File: src/rtl/core/stl_pkg.sv
// Shared constants, types and helpers for the staircase level core.
`default_nettype none

package stl_pkg;

  localparam int LEVELS         = 4;
  localparam int NUM_SEGS       = 4 * LEVELS + 1;
  localparam int NUM_EDGES      = 4 * LEVELS + 2;
  localparam int PHASE_BITS_DEF = 16;

  localparam int PHASE_W    = 16;
  localparam int ALPHA_W    = 15;
  localparam int LEAD_W     = 16;
  localparam int SEG_W      = 5;
  localparam int LEVEL_W    = 4;
  localparam int DIST_W     = 16;
  localparam int CFG_IDX_W  = 3;
  localparam int CFG_DATA_W = 16;

  typedef logic [LEVELS-1:0][ALPHA_W-1:0] alpha_vec_t;

  localparam alpha_vec_t ALPHA_RST = {15'd12743, 15'd9102, 15'd5461, 15'd1820};
  localparam logic [LEAD_W-1:0] LEAD_RST = '0;

  typedef enum logic [CFG_IDX_W-1:0] {
    CFG_ALPHA_1    = 3'd0,
    CFG_ALPHA_2    = 3'd1,
    CFG_ALPHA_3    = 3'd2,
    CFG_ALPHA_4    = 3'd3,
    CFG_PHASE_LEAD = 3'd4
  } cfg_reg_t;

  // Signed width that holds every mirrored edge and the led phase.
  function automatic int edge_w(input int pb);
    return ((pb > PHASE_W) ? pb : PHASE_W) + 2;
  endfunction

  // Level of a segment: 0 up to LEVELS, back to 0, down to -LEVELS, back to 0.
  function automatic logic signed [LEVEL_W-1:0] seg_level(input logic [SEG_W-1:0] s);
    logic signed [LEVEL_W-1:0] lv;
    int si;
    si = int'(s);
    if (si <= LEVELS) begin
      lv = LEVEL_W'(si);
    end else if (si <= 2 * LEVELS) begin
      lv = LEVEL_W'(2 * LEVELS - si);
    end else if (si <= 3 * LEVELS) begin
      lv = LEVEL_W'(2 * LEVELS - si);
    end else begin
      lv = LEVEL_W'(si - 4 * LEVELS);
    end
    return lv;
  endfunction

endpackage

`default_nettype wire

File: src/rtl/core/stl_edge_gen.sv
// Mirrors the quarter-wave switching angles into the full-turn edge table.
`default_nettype none

module stl_edge_gen #(
  parameter int PHASE_BITS = stl_pkg::PHASE_BITS_DEF
) (
  input  wire stl_pkg::alpha_vec_t alpha_i,
  output logic [stl_pkg::NUM_EDGES-1:0][stl_pkg::edge_w(PHASE_BITS)-1:0] edge_o
);

  localparam int EW = stl_pkg::edge_w(PHASE_BITS);
  localparam int L  = stl_pkg::LEVELS;
  localparam logic [EW-1:0] TURN = EW'(1) << PHASE_BITS;
  localparam logic [EW-1:0] HALF = EW'(1) << (PHASE_BITS - 1);

  assign edge_o[0]       = '0;
  assign edge_o[4*L + 1] = TURN;

  for (genvar k = 1; k <= L; k++) begin : g_edge
    assign edge_o[k]       = EW'(alpha_i[k-1]);
    assign edge_o[L + k]   = HALF - EW'(alpha_i[L-k]);
    assign edge_o[2*L + k] = HALF + EW'(alpha_i[k-1]);
    assign edge_o[3*L + k] = TURN - EW'(alpha_i[L-k]);
  end

endmodule

`default_nettype wire

File: src/rtl/core/stl_seg_find.sv
// Segment search over the edge table, level lookup and distance to next edge.
`default_nettype none

module stl_seg_find #(
  parameter int PHASE_BITS = stl_pkg::PHASE_BITS_DEF
) (
  input  wire [stl_pkg::NUM_EDGES-1:0][stl_pkg::edge_w(PHASE_BITS)-1:0] edge_i,
  input  wire [stl_pkg::edge_w(PHASE_BITS)-1:0]                         phase_i,
  output logic [stl_pkg::SEG_W-1:0]                                     seg_o,
  output logic signed [stl_pkg::LEVEL_W-1:0]                            level_o,
  output logic [stl_pkg::DIST_W-1:0]                                    dist_o
);

  localparam int EW = stl_pkg::edge_w(PHASE_BITS);
  localparam logic signed [EW-1:0] DIST_MAX = EW'((64'd1 << stl_pkg::DIST_W) - 64'd1);

  logic [EW-1:0]        next_edge;
  logic signed [EW-1:0] diff;

  // Last match wins: coinciding edges select the later segment.
  always_comb begin
    seg_o     = '0;
    next_edge = edge_i[1];
    for (int s = 0; s < stl_pkg::NUM_SEGS; s++) begin
      if ($signed(edge_i[s]) <= $signed(phase_i)) begin
        seg_o     = stl_pkg::SEG_W'(s);
        next_edge = edge_i[s+1];
      end
    end
  end

  assign diff    = $signed(next_edge) - $signed(phase_i);
  assign level_o = stl_pkg::seg_level(seg_o);

  always_comb begin
    if (diff < 0) begin
      dist_o = '0;
    end else if (diff > DIST_MAX) begin
      dist_o = '1;
    end else begin
      dist_o = diff[stl_pkg::DIST_W-1:0];
    end
  end

endmodule

`default_nettype wire

File: src/rtl/core/staircase_level_from_phase_core.sv
// Top level of the nine-level staircase modulator core.
// A phase beat is led by phase_lead (mod one turn of 2^PHASE_BITS), registered, then
// compared in parallel against the 18 mirrored switching edges; the segment, its level
// (-4..4) and the distance to the next edge are registered in the output register.
// One beat is taken every cycle while the output is not stalled; while a result waits,
// stage 1 still takes a new beat if it is empty. Configuration writes are registered
// and cfg_ready is always high; write only while no beat is in flight.
`default_nettype none

module staircase_level_from_phase_core #(
  parameter int PHASE_BITS = stl_pkg::PHASE_BITS_DEF
) (
  input  wire                                    clk,
  input  wire                                    rst_n,
  input  wire                                    in_valid,
  output logic                                   in_ready,
  input  wire [stl_pkg::PHASE_W-1:0]             in_phase,
  output logic                                   out_valid,
  input  wire                                    out_ready,
  output logic [stl_pkg::SEG_W-1:0]              out_segment,
  output logic signed [stl_pkg::LEVEL_W-1:0]     out_level,
  output logic [stl_pkg::DIST_W-1:0]             out_phase_to_next,
  input  wire                                    cfg_valid,
  output logic                                   cfg_ready,
  input  wire [stl_pkg::CFG_IDX_W-1:0]           cfg_index,
  input  wire [stl_pkg::CFG_DATA_W-1:0]          cfg_data
);

  localparam int EW = stl_pkg::edge_w(PHASE_BITS);
  localparam logic [EW-1:0] PHASE_MASK = (EW'(1) << PHASE_BITS) - EW'(1);

  stl_pkg::alpha_vec_t              alpha_r;
  logic [stl_pkg::LEAD_W-1:0]       lead_r;

  logic                             s1_v_r, s1_v_nxt;
  logic [EW-1:0]                    s1_phase_r;
  logic                             out_v_r, out_v_nxt;
  logic [stl_pkg::SEG_W-1:0]        seg_r;
  logic signed [stl_pkg::LEVEL_W-1:0] level_r;
  logic [stl_pkg::DIST_W-1:0]       dist_r;

  logic                             out_adv;
  logic                             s1_ready;
  logic [stl_pkg::PHASE_W:0]        led_sum;
  logic [EW-1:0]                    led_phase;

  logic [stl_pkg::NUM_EDGES-1:0][EW-1:0] edges;
  logic [stl_pkg::SEG_W-1:0]        seg_c;
  logic signed [stl_pkg::LEVEL_W-1:0] level_c;
  logic [stl_pkg::DIST_W-1:0]       dist_c;

  // Config registers
  assign cfg_ready = 1'b1;

  always_ff @(posedge clk) begin
    if (!rst_n) begin
      alpha_r <= stl_pkg::ALPHA_RST;
      lead_r  <= stl_pkg::LEAD_RST;
    end else if (cfg_valid) begin
      unique case (stl_pkg::cfg_reg_t'(cfg_index))
        stl_pkg::CFG_ALPHA_1:    alpha_r[0] <= cfg_data[stl_pkg::ALPHA_W-1:0];
        stl_pkg::CFG_ALPHA_2:    alpha_r[1] <= cfg_data[stl_pkg::ALPHA_W-1:0];
        stl_pkg::CFG_ALPHA_3:    alpha_r[2] <= cfg_data[stl_pkg::ALPHA_W-1:0];
        stl_pkg::CFG_ALPHA_4:    alpha_r[3] <= cfg_data[stl_pkg::ALPHA_W-1:0];
        stl_pkg::CFG_PHASE_LEAD: lead_r     <= cfg_data[stl_pkg::LEAD_W-1:0];
        default: ;
      endcase
    end
  end

  // Handshake
  assign out_adv  = !out_v_r || out_ready;
  assign s1_ready = !s1_v_r || out_adv;
  assign in_ready = s1_ready;

  always_comb begin
    s1_v_nxt = s1_v_r;
    if (s1_ready) begin
      s1_v_nxt = in_valid;
    end
    out_v_nxt = out_v_r;
    if (out_adv) begin
      out_v_nxt = s1_v_r;
    end
  end

  always_ff @(posedge clk) begin
    if (!rst_n) begin
      s1_v_r  <= 1'b0;
      out_v_r <= 1'b0;
    end else begin
      s1_v_r  <= s1_v_nxt;
      out_v_r <= out_v_nxt;
    end
  end

  // Stage 1: led phase, wrapped to one turn
  assign led_sum   = {1'b0, in_phase} + {1'b0, lead_r};
  assign led_phase = EW'(led_sum) & PHASE_MASK;

  always_ff @(posedge clk) begin
    if (in_valid && s1_ready) begin
      s1_phase_r <= led_phase;
    end
  end

  // Stage 2: edge compare and result
  stl_edge_gen #(
    .PHASE_BITS (PHASE_BITS)
  ) u_edge_gen (
    .alpha_i (alpha_r),
    .edge_o  (edges)
  );

  stl_seg_find #(
    .PHASE_BITS (PHASE_BITS)
  ) u_seg_find (
    .edge_i  (edges),
    .phase_i (s1_phase_r),
    .seg_o   (seg_c),
    .level_o (level_c),
    .dist_o  (dist_c)
  );

  always_ff @(posedge clk) begin
    if (out_adv && s1_v_r) begin
      seg_r   <= seg_c;
      level_r <= level_c;
      dist_r  <= dist_c;
    end
  end

  assign out_valid         = out_v_r;
  assign out_segment       = seg_r;
  assign out_level         = level_r;
  assign out_phase_to_next = dist_r;

  // Checks
  a_seg_range: assert property (@(posedge clk) disable iff (!rst_n)
    out_v_r |-> (int'(seg_r) < stl_pkg::NUM_SEGS))
    else $error("segment out of range");

  a_level_map: assert property (@(posedge clk) disable iff (!rst_n)
    out_v_r |-> (level_r == stl_pkg::seg_level(seg_r)))
    else $error("level does not match segment");

  a_dist_pos: assert property (@(posedge clk) disable iff (!rst_n)
    out_v_r |-> (dist_r != '0))
    else $error("zero distance to next edge");

  a_s1_fill: assert property (@(posedge clk) disable iff (!rst_n)
    (in_valid && in_ready) |=> s1_v_r)
    else $error("accepted beat lost in stage 1");

  a_s1_drain: assert property (@(posedge clk) disable iff (!rst_n)
    (s1_v_r && out_adv) |=> out_v_r)
    else $error("stage 1 beat not moved to output");

endmodule

`default_nettype wire
File: config.mk
export PLATFORM = sky130hd
export DESIGN_NAME = staircase_level_from_phase_core
export DESIGN_NICKNAME = d
export VERILOG_FILES = /design/src/rtl/core/stl_pkg.sv /design/src/rtl/core/stl_edge_gen.sv /design/src/rtl/core/stl_seg_find.sv /design/src/rtl/core/staircase_level_from_phase_core.sv
export SDC_FILE = /design/constraint.sdc
export NUM_CORES = 1
export LEC_CHECK = 0
export BUFFER_PORTS_ARGS = -buffer_cell sky130_fd_sc_hd__buf_4
export CAP_MARGIN = 20
export CELL_PAD_IN_SITES_DETAIL_PLACEMENT = 0
export CELL_PAD_IN_SITES_GLOBAL_PLACEMENT = 1
export CORE_MARGIN = 5
export CORE_UTILIZATION = 35
export CTS_CLUSTER_SIZE = 30
export DETAILED_ROUTE_END_ITERATION = 12
export HOLD_SLACK_MARGIN = 0.15
export PLACE_DENSITY = 0.64
export SYNTH_ARGS = -nofsm -noshare
export SYNTH_HDL_FRONTEND = slang
export SYNTH_HIERARCHICAL = 1
export SYNTH_SLANG_ARGS = --single-unit
export TNS_END_PERCENT = 5
File: constraint.sdc
create_clock -name clk -period 9.5 [get_ports clk]
set_clock_uncertainty 0.15 [all_clocks]
set_input_delay 0.475 -clock clk [delete_from_list [all_inputs] [get_ports clk]]
set_output_delay 0.475 -clock clk [all_outputs]
set_load 0.01 [all_outputs]
# Word level (Yosys, flattened, before mapping)
# Index checks and enable logic that the tools add are counted.
[word_totals]
in_bits = 40
wordCells = 100
reg_bits = 119
output_inout_bits = 28
[classes]
n_lt_le_gt_ge = 21
mux = 36
n_reduce_logical = 12
n_eq_ne = 4
add_sub_neg = 16
[ops]
columns = ["operator", "count"]
rows = [
  ["two-way mux 18 bit", 13],
  ["<= comparator 18 x 17 -> 1 bit", 4],
  ["subtractor 17 x 15 -> 18 bit (first input constant)", 4],
  ["adder 16 x 15 -> 17 bit (first input constant)", 4],
  ["<= comparator 17 x 16 -> 1 bit", 4],
  ["<= comparator 17 bit", 4],
  ["subtractor 16 x 15 -> 17 bit (first input constant)", 4],
  ["<= comparator 15 x 16 -> 1 bit", 4],
  ["two-way mux 15 bit", 3],
  ["two-way mux 4 bit", 11],
  ["greater-than comparator 18 x 17 -> 1 bit (second input constant)", 1],
  ["less-than comparator 18 x 1 -> 1 bit (second input constant)", 1],
  ["subtractor 18 x 17 -> 18 bit", 1],
  ["adder 16 bit", 1],
  ["two-way mux 16 bit", 1],
  ["two-way mux 3 bit", 4],
  ["<= comparator 5 x 4 -> 1 bit (second input constant)", 2],
  ["AND reduction 2 bit", 5],
  ["equality test 3 x 2 -> 1 bit (second input constant)", 2],
  ["<= comparator 5 x 3 -> 1 bit (second input constant)", 1],
  ["two-way mux 5 bit", 1],
  ["two-way mux 2 bit", 2],
  ["subtractor 4 x 1 -> 4 bit (second input constant)", 1],
  ["subtractor 4 bit (first input constant)", 1],
  ["other kinds (7)", 10],
]

# Depth between registers and ports, before layout
# Gate-level depths: netlist (run 1).
[logic_depth]
depth_word = 21
mapped_depth = 33
depth_no_buf = 29

# Hierarchy
# The synthesis (run 1) kept the hierarchy.
[by_module_without_submodules]
columns = ["module", "cells_each", "seq_area_each_um2", "area_per_inst_um2", "n_inst"]
rows = [
  ["stl_seg_find", 1498, 0.0, 10727.8, 1],
  ["staircase_level_from_phase_core", 491, 2792.7, 4843.4, 1],
  ["stl_edge_gen", 421, 0.0, 3024.2, 1],
]

# Worst setup path after synthesis (run 1)
# OpenSTA, ideal clock, no wires.
[synth_timing]
kind = "flip-flop to flip-flop"
startpoint = "register alpha_r[45] (netlist bit)"
endpoint = "register dist_r, in the netlist out_phase_to_next[13] (data pin)"
path_buffers = 5
setup_ns = 0.272
setup_slack_ns = 2.749
period_less_slack_ns = 6.751
path_stages_with_launch = 33
required_ns = 9.078
arrival_time_ns = 6.329
cell_sequence = "dfxtp_1 > inv_1 > ha_1 > or4b_1 > or3_1 > nor3_2 > xnor2_1 > buf_4 > ha_1 > nor2b_1 > o21ai_0 > o21ai_0 > o41ai_1 > nand2b_1 > clkbuf_1 > buf_1 > a21oi_1 > nand3_1 > a31oi_1 > a21oi_1 > ha_1 > nor2b_1 > o31a_1 > o211ai_1 > a21o_1 > a31oi_1 > a211o_1 > o41ai_1 > xnor2_1 > or3_1 > buf_6 > buf_8 > a21oi_1"
[synth_lines]
columns = ["element", "line", "rtl"]
rows = [
  ["from (decl)", "staircase_level_from_phase_core.sv:32", "stl_pkg::alpha_vec_t alpha_r;"],
  ["from (signal assigned)", "staircase_level_from_phase_core.sv:57", "alpha_r <= stl_pkg::ALPHA_RST;"],
  ["to (signal assigned)", "staircase_level_from_phase_core.sv:129", "dist_r <= dist_c;"],
  ["to (decl)", "staircase_level_from_phase_core.sv:40", "logic [stl_pkg::DIST_W-1:0] dist_r;"],
]

==> results.sh, run 1 <==
export IMPL_cp_data_required_time_ps=9510
export IMPL_grt_setup_unrepaired="false"
export IMPL_htree_levels=4
export IMPL_cts_root_buf="clkbuf_16"
export IMPL_grt_max_degree=79
export IMPL_crit_family="compound AO/OA/AOI/OAI gates"
export IMPL_floorplan_initialDensity_pct=35.2
export IMPL_avgSynthCellArea_um2=7.72
export IMPL_drc=0
export IMPL_globalplace_congestion=0.958
export IMPL_cts_resized=0
export IMPL_ant_nets=0
export IMPL_tritoncts="yes"
export IMPL_grt_pass1_wl_um=109000
export IMPL_total_power_w=0.00254
export IMPL_numCtsBuffers=17
export IMPL_drv_cap=0
export IMPL_grt_pass1_vias=16748
export IMPL_total_leakage_power_nw=8.00
export IMPL_clock_path_buffers=2
export IMPL_die_y_um=240
export IMPL_hold_viol=0
export IMPL_worstMarginPinSlew_ps=1170
export IMPL_core_mm2=0.0524
export IMPL_slew_headroom_pct=22.0
export IMPL_setup_viol=0
export IMPL_finalSetupTns_ps=0
export IMPL_maxSlewViolCount=0
export IMPL_syn2layout_area_growth_pct=2.90
export IMPL_io_buffers=66
export IMPL_layout_nets=2636
export IMPL_syn_inst=2392
export IMPL_crit_buf_inv=1
export IMPL_clk_transition_reported_paths_ps=70
export IMPL_period_minus_slack_ps=8170
export IMPL_syn_area_mm2=0.0185
export IMPL_rows=84
export IMPL_die_area_mm2=0.0574
export IMPL_totalWireLength_um=74700
export IMPL_vdd_drop_max_mv=0.112
export IMPL_post_route_util_pct=36.2
export IMPL_fill_cells=5537
export IMPL_worstSetupStartpointType="flop"
export IMPL_pin_count=68
export IMPL_crit_path_max_fanout=23
export IMPL_initialDrtViolationCount=1597
export IMPL_worstPathArrival_ps=8180
export IMPL_track_usage_pct=25.3
export IMPL_first_pass_iters=5
export IMPL_via_per_inst=5.88
export IMPL_hold_class="input pin to flop"
export IMPL_fp_dieW_um=240
export IMPL_power_density_mw_per_mm2=134
export IMPL_route_vias_total=17474
export IMPL_drive_gt1_share_pct=10.3
export IMPL_max_freq_mhz=122
export IMPL_slowest_delay_ps=650
export IMPL_cts_sinks=119
export IMPL_end_kind="flop"
export IMPL_post_dp_hpwl_um=57600
export IMPL_clock_latency_ps=460
export IMPL_min_period_over_period_pct=86.0
export IMPL_antenna_found_initial=1
export IMPL_crit_slowest_cell="a31oi_4"
export IMPL_run_status="completed"
export IMPL_wl_per_cell_um=25.1
export IMPL_overflow=0
export IMPL_critPathKind="flop to flop"
export IMPL_synth_warnings=6
## cell type report
type	count	area [um2]	share of cell area, %
inverter	89	334	1.76
antenna	1	2.50	0.0132
sequential	119	2790	14.7
timing repair buffer	131	996	5.24
multi-input combinational	1911	13400	70.6
clock inverter	15	176	0.929
clock buffer	17	425	2.24
tap	688	861	4.53
## flip-flops by register name (all words and copies together) (netlist names)
name               flops
out_phase_to_next     16
out_valid              1
s1_phase_r            16
alpha_r               60
s1_v_r                 1
out_segment            5
lead_r                16
out_level              4
## where the power goes
part	switching, W	internal, W	total (W)
registers	0.0000304	0.000580	0.000611
clock network	0.000309	0.000355	0.000665
logic	0.000806	0.000459	0.00126
total	0.00115	0.00139	0.00254
## per-layer routing
layer  GRT usage, %  share of wire [%]  wire length [um]  vias to the layer above
met5              0              0.020                15                        -
met3           3.62                5.9              4410                      162
li1               -                  -                 -                     8262
met2           40.2                 44             32700                      680
met1           34.5                 46             34100                     8368
met4           10.4                4.7              3480                        2
## cells in the final DEF, fill, tap and decap left out, types with 16 or more instances in the layout
cell type / count
buf_4: 127
o211ai_1: 17
nand3_1: 80
a211oi_1: 22
xnor2_1: 56
nor2b_1: 30
conb_1: 57
nand4_1: 67
a221o_1: 17
a31oi_1: 23
a221oi_1: 33
a21oi_1: 144
clkbuf_16: 17
nor3_1: 58
o21ai_0: 96
nand2b_1: 40
o31ai_1: 21
a21o_1: 25
xor2_1: 21
nor4_1: 16
o221ai_1: 18
nor2_1: 173
edfxtp_1: 41
a21boi_0: 52
ha_1: 325
inv_1: 86
dfxtp_1: 78
nand2_1: 293
mux2_2: 30
## repair_timing
item	4_1_cts	5_1_grt
setup endpoints to repair	0	0
hold endpoints to repair	4	0
setup buffers	0	0
hold buffers	3	0
## final timing paths
path                startpoint                    to  slack [ps]  cells past startpoint
hold reg to reg     lead_r[12]            lead_r[12]         320                      2
setup / recovery   alpha_r[45]  out_phase_to_next[1]        1330                     27
hold / removal    cfg_data[10]           alpha_r[10]         170                      3
setup reg to reg   alpha_r[45]  out_phase_to_next[1]        1330                     27
## metrics by stage
| step | worst slack (ps) | cell area [um2] | hold slack [ps] | instances |
|---|---|---|---|---|
| 6_report | 1330 | 19000 | 174 | 2971 |
| 5_1_grt | 842 | 19000 | 161 | 2970 |
| 4_1_cts | 1460 | 19000 | 163 | 2968 |
| 3_5_place_dp | 1490 | 18300 | 317 | 2933 |
| 3_3_place_gp | 1460 | 18300 | 315 | 2932 |
| 2_1_floorplan | 2750 | 18700 | 297 | 2445 |
## worst min-delay path: cells and delay by family
family / cells / cell delay [ps]
simple gates: 2 / 130
buf+inv: 1 / 140
Power figures use the tool's default switching activity.
==> inputs of run 2 (changes only) <==
--- a/config.mk
+++ b/config.mk
@@ -5,16 +5,18 @@
 export SDC_FILE = /design/constraint.sdc
 export NUM_CORES = 1
 export LEC_CHECK = 0
+export ABC_AREA = 1
 export BUFFER_PORTS_ARGS = -buffer_cell sky130_fd_sc_hd__buf_4
 export CAP_MARGIN = 20
 export CELL_PAD_IN_SITES_DETAIL_PLACEMENT = 0
 export CELL_PAD_IN_SITES_GLOBAL_PLACEMENT = 1
 export CORE_MARGIN = 5
 export CORE_UTILIZATION = 35
+export CTS_CLUSTER_DIAMETER = 150
 export CTS_CLUSTER_SIZE = 30
 export DETAILED_ROUTE_END_ITERATION = 12
 export HOLD_SLACK_MARGIN = 0.15
-export PLACE_DENSITY = 0.64
+export PLACE_DENSITY = 0.66
 export SYNTH_ARGS = -nofsm -noshare
 export SYNTH_HDL_FRONTEND = slang
 export SYNTH_HIERARCHICAL = 1
==> run 2 against run 1 <==
  * Synthesized cell count up 27%
  * Utilization about the same
  * Combinational power up 13%
  * Sequential power up 2%
  * Critical path type unchanged
  * Largest cell class unchanged
  * Critical endpoint is now out_phase_to_next[14]
  * Die area up 5.7%
  * Via count up 10%
==> results.sh, run 2 <==
export IMPL_diodes=0
export IMPL_crit_path_max_fanout=35
export IMPL_slowest_delay_ps=870
export IMPL_io_buffers=66
export IMPL_final_cell_mix="764 x nand2_1, 368 x nor2_1, 325 x ha_1, 284 x a21oi_1, 262 x inv_1"
export IMPL_slew_headroom_pct=27.9
export IMPL_crit_family="compound AO/OA/AOI/OAI gates"
export IMPL_initialDrtViolationCount=1665
export IMPL_stdcell_count=3680
export IMPL_track_usage_pct=26.0
export IMPL_die_y_um=246
export IMPL_cts_sinks=119
export IMPL_layout_nets=3286
export IMPL_syn_area_mm2=0.0196
export IMPL_drc=0
export IMPL_placed_cells=3638
export IMPL_drv_cap=0
export IMPL_grt_setup_unrepaired="false"
export IMPL_core_mm2=0.0552
export IMPL_power_density_mw_per_mm2=136
export IMPL_post_dp_hpwl_um=61300
export IMPL_syn_inst=3046
export IMPL_first_pass_iters=6
export IMPL_route_vias_total=19239
export IMPL_hold_class="input pin to flop"
export IMPL_clock_path_buffers=2
export IMPL_max_freq_mhz=127
export IMPL_crit_slowest_cell="clkinv_1"
export IMPL_critPathKind="flop to flop"
export IMPL_floorplan_initialDensity_pct=35.4
export IMPL_wl_per_cell_um=22.0
export IMPL_synth_warnings=6
export IMPL_globalplace_congestion=0.972
export IMPL_run_status="completed"
export IMPL_cpMostUsedCell="a21oi_1"
export IMPL_htree_levels=4
export IMPL_worstSetupStartpointType="flop"
export IMPL_syn2layout_area_growth_pct=2.32
export IMPL_vdd_drop_max_mv=0.136
export IMPL_postCtsHoldBufs=9
export IMPL_cts_root_buf="clkbuf_16"
export IMPL_total_power_w=0.00272
export IMPL_numCtsBuffers=17
export IMPL_rows=86
export IMPL_antenna_found_initial=0
export IMPL_grt_max_degree=71
export IMPL_regArea_mm2=0.00279
export IMPL_via_per_inst=5.23
export IMPL_finalSetupTns_ps=0
export IMPL_fp_dieW_um=246
export IMPL_multi_input_area_mm2=0.0137
export IMPL_avgSynthCellArea_um2=6.42
export IMPL_totalWireLength_um=80900
export IMPL_cts_setup_buffers=0
export IMPL_maxSlewViolCount=0
export IMPL_hold_ws_ps=170
export IMPL_grt_pass1_wl_um=117000
export IMPL_overflow=0
export IMPL_top_register="alpha_r"
export IMPL_tritoncts="yes"
export IMPL_fill_cells=6131
export IMPL_layout_commonest_cell="nand2_1"
export IMPL_hold_viol=0
export IMPL_total_leakage_power_nw=10.1
export IMPL_clk_transition_reported_paths_ps=80
export IMPL_grt_pass1_vias=17965
export IMPL_min_period_over_period_pct=82.8
export IMPL_largest_reg_flops=60
export IMPL_period_minus_slack_ps=7860
export IMPL_crit_buf_inv=2
export IMPL_setup_viol=0
export IMPL_ant_nets=0
export IMPL_worstMarginPinSlew_ps=1080
export IMPL_clock_latency_ps=470
export IMPL_drive_gt1_share_pct=8.73
export IMPL_worstPathArrival_ps=7920
export IMPL_cp_data_required_time_ps=9550
export IMPL_cts_resized=0
export IMPL_end_kind="flop"
export IMPL_pin_count=68
export IMPL_die_area_mm2=0.0607
==> run 2: per-stage QoR <==
stage	worst slack, ps	util, %	area (um2)
2_1_floorplan	3800	-	19800
3_3_place_gp	1700	35.0	19300
3_5_place_dp	1630	35.0	19300
4_1_cts	1610	36.2	20000
5_1_grt	1000	36.3	20000
6_report	1640	36.3	20000
==> run 2: metal layers <==
layer	share of wire (%)	routed length (um)	GRT usage, %	vias up
met2	45	36100	42.1	663
met3	6.0	4880	3.75	117
met1	46	37100	35.6	8950
met5	0	0	0	-
li1	-	-	-	9509
met4	3.5	2800	8.35	0
==> run 2: where the power goes <==
part           switching (W)  total, W  internal (W)
clock               0.000284  0.000659      0.000375
sequential         0.0000456  0.000625      0.000579
combinational       0.000959   0.00143      0.000473
==> run 2: cell type report <==
| type | count | share of cell area [%] |
|---|---|---|
| Timing Repair Buffer | 114 | 4.39 |
| Clock buffer | 19 | 2.21 |
| Multi-Input combinational cell | 2380 | 68.7 |
| Sequential cell | 119 | 14.0 |
| Clock inverter | 13 | 0.681 |
| Inverter | 287 | 5.41 |
| Tap cell | 748 | 4.68 |
==> run 2: final timing paths <==
path	depth (start not counted)	slack [ps]	from	to
max reg2reg	31	1640	alpha_r[30]	out_phase_to_next[14]
max	31	1640	alpha_r[30]	out_phase_to_next[14]
min	3	170	cfg_data[7]	alpha_r[37]
min reg2reg	2	320	alpha_r[25]	alpha_r[25]
==> run 2: tightest hold or removal path, delay by kind of cell <==
family                 cells  cell delay (ps)
buffers and inverters      1              150
and+or+nand+nor            2              130
